[src/sv/hds_row_ram.sv]
// ----------------------------------------------------------------------------
// hds_row_ram
// One-row line buffer: one write port, one registered read port, per-entry
// valid bits so unwritten entries read as zero, write-to-read bypass.
// ----------------------------------------------------------------------------
module hds_row_ram #(
  parameter int DEPTH = 64,
  parameter int WIDTH = 32
) (
  input  logic                     clk,
  input  logic                     rst,
  input  logic                     wr_en,
  input  logic [$clog2(DEPTH)-1:0] wr_addr,
  input  logic [WIDTH-1:0]         wr_data,
  input  logic                     rd_en,
  input  logic [$clog2(DEPTH)-1:0] rd_addr,
  output logic [WIDTH-1:0]         rd_data
);

  logic [WIDTH-1:0] mem [DEPTH];
  logic [DEPTH-1:0] filled;
  logic [WIDTH-1:0] rd_raw;
  logic [WIDTH-1:0] byp_data;
  logic             byp_hit;
  logic             rd_filled;

  always_ff @(posedge clk) begin
    if (wr_en) begin
      mem[wr_addr] <= wr_data;
    end
  end

  always_ff @(posedge clk) begin
    if (rst) begin
      filled <= '0;
    end else if (wr_en) begin
      filled[wr_addr] <= 1'b1;
    end
  end

  always_ff @(posedge clk) begin
    if (rd_en) begin
      rd_raw    <= mem[rd_addr];
      rd_filled <= filled[rd_addr];
      byp_hit   <= wr_en && (wr_addr == rd_addr);
      byp_data  <= wr_data;
    end
  end

  assign rd_data = byp_hit ? byp_data : (rd_filled ? rd_raw : '0);

endmodule

[config.mk]
export PLATFORM = sky130hd
export DESIGN_NAME = hds_row_ram
export DESIGN_NICKNAME = d
export VERILOG_FILES = /design/src/sv/hds_row_ram.sv
export SDC_FILE = /design/constraint.sdc
export NUM_CORES = 2
export LEC_CHECK = 0
export BUFFER_PORTS_ARGS = -buffer_cell sky130_fd_sc_hd__clkbuf_2
export CORE_ASPECT_RATIO = 2
export CORE_UTILIZATION = 54
export CTS_BUF_LIST = sky130_fd_sc_hd__clkbuf_16
export CTS_CLUSTER_SIZE = 24
export DETAILED_ROUTE_END_ITERATION = 8
export PLACE_DENSITY = 0.7
export SETUP_SLACK_MARGIN = 0.3
export SLEW_MARGIN = 40
export SYNTH_ARGS = -nofsm -noshare
export SYNTH_HDL_FRONTEND = slang
export SYNTH_SLANG_ARGS = --single-unit
export TNS_END_PERCENT = 5
[constraint.sdc]
create_clock -name clk -period 10.75 [get_ports clk]
set_input_delay 2.15 -clock clk [delete_from_list [all_inputs] [get_ports clk]]
set_output_delay 2.15 -clock clk [all_outputs]
set_load 0.01 [all_outputs]
==> qor.txt <==
CTS max path bufs - 4
Synth top area cells - edfxtp_1 77%, mux4_2 14%, dfxtp_1 1.6%, o22ai_1 0.99%, mux2i_1 0.97%
Hold Fails Final Rpt - 0
Vias in the first global route - 41800
Detail Route Antenna Nets - 0
Gr ovfl total - 0
Largest net degree at the start of global routing - 105
Worst slew margin - 0.400
Area of the multi-input gates - 0.0172 mm2
Synth top area share - 0.769
Crit. End Element - output pin
Clk slew on worst S/H paths - 0.07 ns
Initial core utilization - 0.544
GP Congestion - 0.877
Fin crit share - 0.467
CTS tree - built
Critical path class - reg2out
#FFs+latches synth - 2178
Synthesized Nets - 3749
Row count - 202
CTS hold repair buffers - 0
Post-layout worst setup margin - 5.73 ns
H-Tree Depth - 4
Initial antenna violation count - 12
Die Ht - 555 um
Max FO, Critical Path - 25
Initial drt markers - 4828
Min cycle time layout - 5.02 ns
Pre-CTS setup slack - 4.88 ns
Fmax - 199 MHz
Main synth FF type - edfxtp_1
Overall routing resource usage - 0.293
Fill cell count - 10400
Mapped Area - 0.0825 mm2
I/O pin cnt - 80
Setup bufs post-CTS - 0
Register area share after synthesis - 0.785
RSZ-0062 raised after global routing - false
EDFF count, synth - 2114
Post-layout nets - 3957
Core Region - 0.152 mm2
Mapped Avg Cell Area - 22.3 um2
Max Cap Viol - 0
CTS Sinks - 2178
Power Dens Cells - 181 mW/mm2
CTS Buf Count - 179
Post-detailed-route DRC marker count - 0
Commonest cells in the netlist - 2114 x edfxtp_1, 515 x mux4_2, 208 x nor2_1
Worst-Skew Late Latency - 0.82 ns
PortBufs - 79
Share of layout cells above drive strength 1 - 0.271
WL/cell - 37.4 um
Setup TNS Final - 0 ns
Post-Route Skew - 0.0318 ns
Die ar. - 0.154 mm2
Status - finished, final reports clean
Post-synth ARST share - 0
First-pass iteration count of the detailed router - 5
VDD IR max - 0.179 mV
Fin. max-slew vios - 0
Post-synthesis to final-layout area growth - 11.1%
Worst hold path type - reg2reg
Post-Route WL - 224 mm
DIE WIDTH - 278 um
First-pass GRT wire length - 312 mm
Most common cell in the netlist - edfxtp_1
Register Area - 0.0648 mm2
P_leak - 0.0286 uW
# resized after CTS - 0
CP Launch Type - flop
Dpl hpwl - 130 mm
Synth warn - 0
Endpoints failing setup - 0
Clk root buf - clkbuf_16
Cell variety after synth - 50
Critical Path RT - 8.60 ns
Via count - 40700
CP arrival - 2.87 ns
Biggest area consumer among synthesized cells - edfxtp_1
Cells after synthesis - 3701
DR vias/cell - 6.80
Worst-Margin Slew - 0.900 ns
==> report_power, final <==
group          switching [uW]  internal, uW
Clock                    2930          3370
Combinational             580           310
Sequential               35.4          9390
==> cell type report <==
| cell class | count | area share |
|---|---|---|
| sequential | 2178 | 0.707 |
| tap | 1938 | 0.0265 |
| clock inverter | 127 | 0.00960 |
| timing repair buffer | 233 | 0.0195 |
| clock buffer | 183 | 0.0500 |
| antenna | 7 | 0.000191 |
| multi-input combinational | 1317 | 0.187 |
==> metal layers <==
layer	GRT usage	part of all wire	vias to the layer above
li1	-	-	16000
met5	0	0.00024	-
met1	0.342	0.32	21700
met2	0.511	0.52	2334
met3	0.0490	0.086	625
met4	0.171	0.067	8
==> flip-flops by register name (all words and copies together), names as in the netlist <==
signal	cells
byp_hit	1
rd_raw	32
mem	2048
byp_data	32
rd_filled	1
filled	64
==> final timing paths <==
kind / to / slack, ns / from / depth (start not counted)
worst min-delay path: filled[3]$_SDFFE_PP0P_ / 0.47 / filled[3]$_SDFFE_PP0P_ / 2
worst max-delay path: rd_data[17] / 5.73 / rd_filled$_DFFE_PP_ / 4
worst min register to register: filled[3]$_SDFFE_PP0P_ / 0.47 / filled[3]$_SDFFE_PP0P_ / 2
worst max register to register: rd_raw[18]$_DFFE_PP_ / 8.45 / mem[11][18]$_DFFE_PP_ / 5
==> worst max-delay path, cell delays in order, from the launching register on <==
cell and delay (ns):
edfxtp_1 0.43, nor2b_2 0.45, buf_4 0.50, a22o_1 0.44, clkbuf_2 0.20
==> logic make-up after synthesis <==
| group | after synthesis | share of synthesized area |
|---|---|---|
| AOI/OAI and AO/OA | 339 | 0.0280 |
| xor gates and xnor gates | 6 | 0.000637 |
| buffers and inverters | 206 | 0.0135 |
| DFF | 2178 | 0.785 |
| muxes | 621 | 0.154 |
| and+or+nand+nor | 351 | 0.0192 |
==> cell usage in the layout, fill, tap and decap left out, drive strengths merged, types with 3 or more instances in the layout <==
| cell type | Yosys | final |
|---|---|---|
| a211oi | 10 | 10 |
| a21oi | 28 | 28 |
| a221oi | 12 | 12 |
| a22o | 36 | 36 |
| a22oi | 27 | 27 |
| a31oi | 4 | 4 |
| a32o | 5 | 5 |
| and2 | 9 | 9 |
| and3 | 5 | 5 |
| buf | 131 | 158 |
| bufinv | 0 | 12 |
| clkbuf | 75 | 258 |
| clkinv | 0 | 67 |
| clkinvlp | 0 | 8 |
| dfxtp | 64 | 64 |
| diode | 0 | 7 |
| edfxtp | 2114 | 2114 |
| inv | 0 | 40 |
| mux2 | 26 | 26 |
| mux2i | 80 | 80 |
| mux4 | 515 | 515 |
| nand2 | 33 | 33 |
| nand2b | 13 | 13 |
| nand3 | 10 | 10 |
| nand3b | 3 | 3 |
| nor2 | 208 | 208 |
| nor2b | 19 | 19 |
| nor3 | 16 | 16 |
| nor4 | 22 | 22 |
| o211a | 4 | 4 |
| o21a | 8 | 8 |
| o21ai | 47 | 47 |
| o221ai | 9 | 9 |
| o22a | 13 | 13 |
| o22ai | 130 | 130 |
| or3b | 4 | 4 |
| xnor2 | 3 | 3 |
| xor2 | 3 | 3 |
==> stage by stage <==
step | power, uW | area (um2) | hold WS [ns] | utilization | instances
floorplan | 10100 | 82500 | 0.431 | - | 3701
global placement | 10500 | 85900 | 0.443 | 0.566 | 5656
detailed placement | 10500 | 86000 | 0.454 | 0.567 | 5660
CTS | 16700 | 91500 | 0.470 | 0.603 | 5970
global route | 17000 | 91600 | 0.485 | 0.604 | 5977
finish | 16600 | 91600 | 0.469 | 0.604 | 5983
Power figures use the tool's default switching activity.
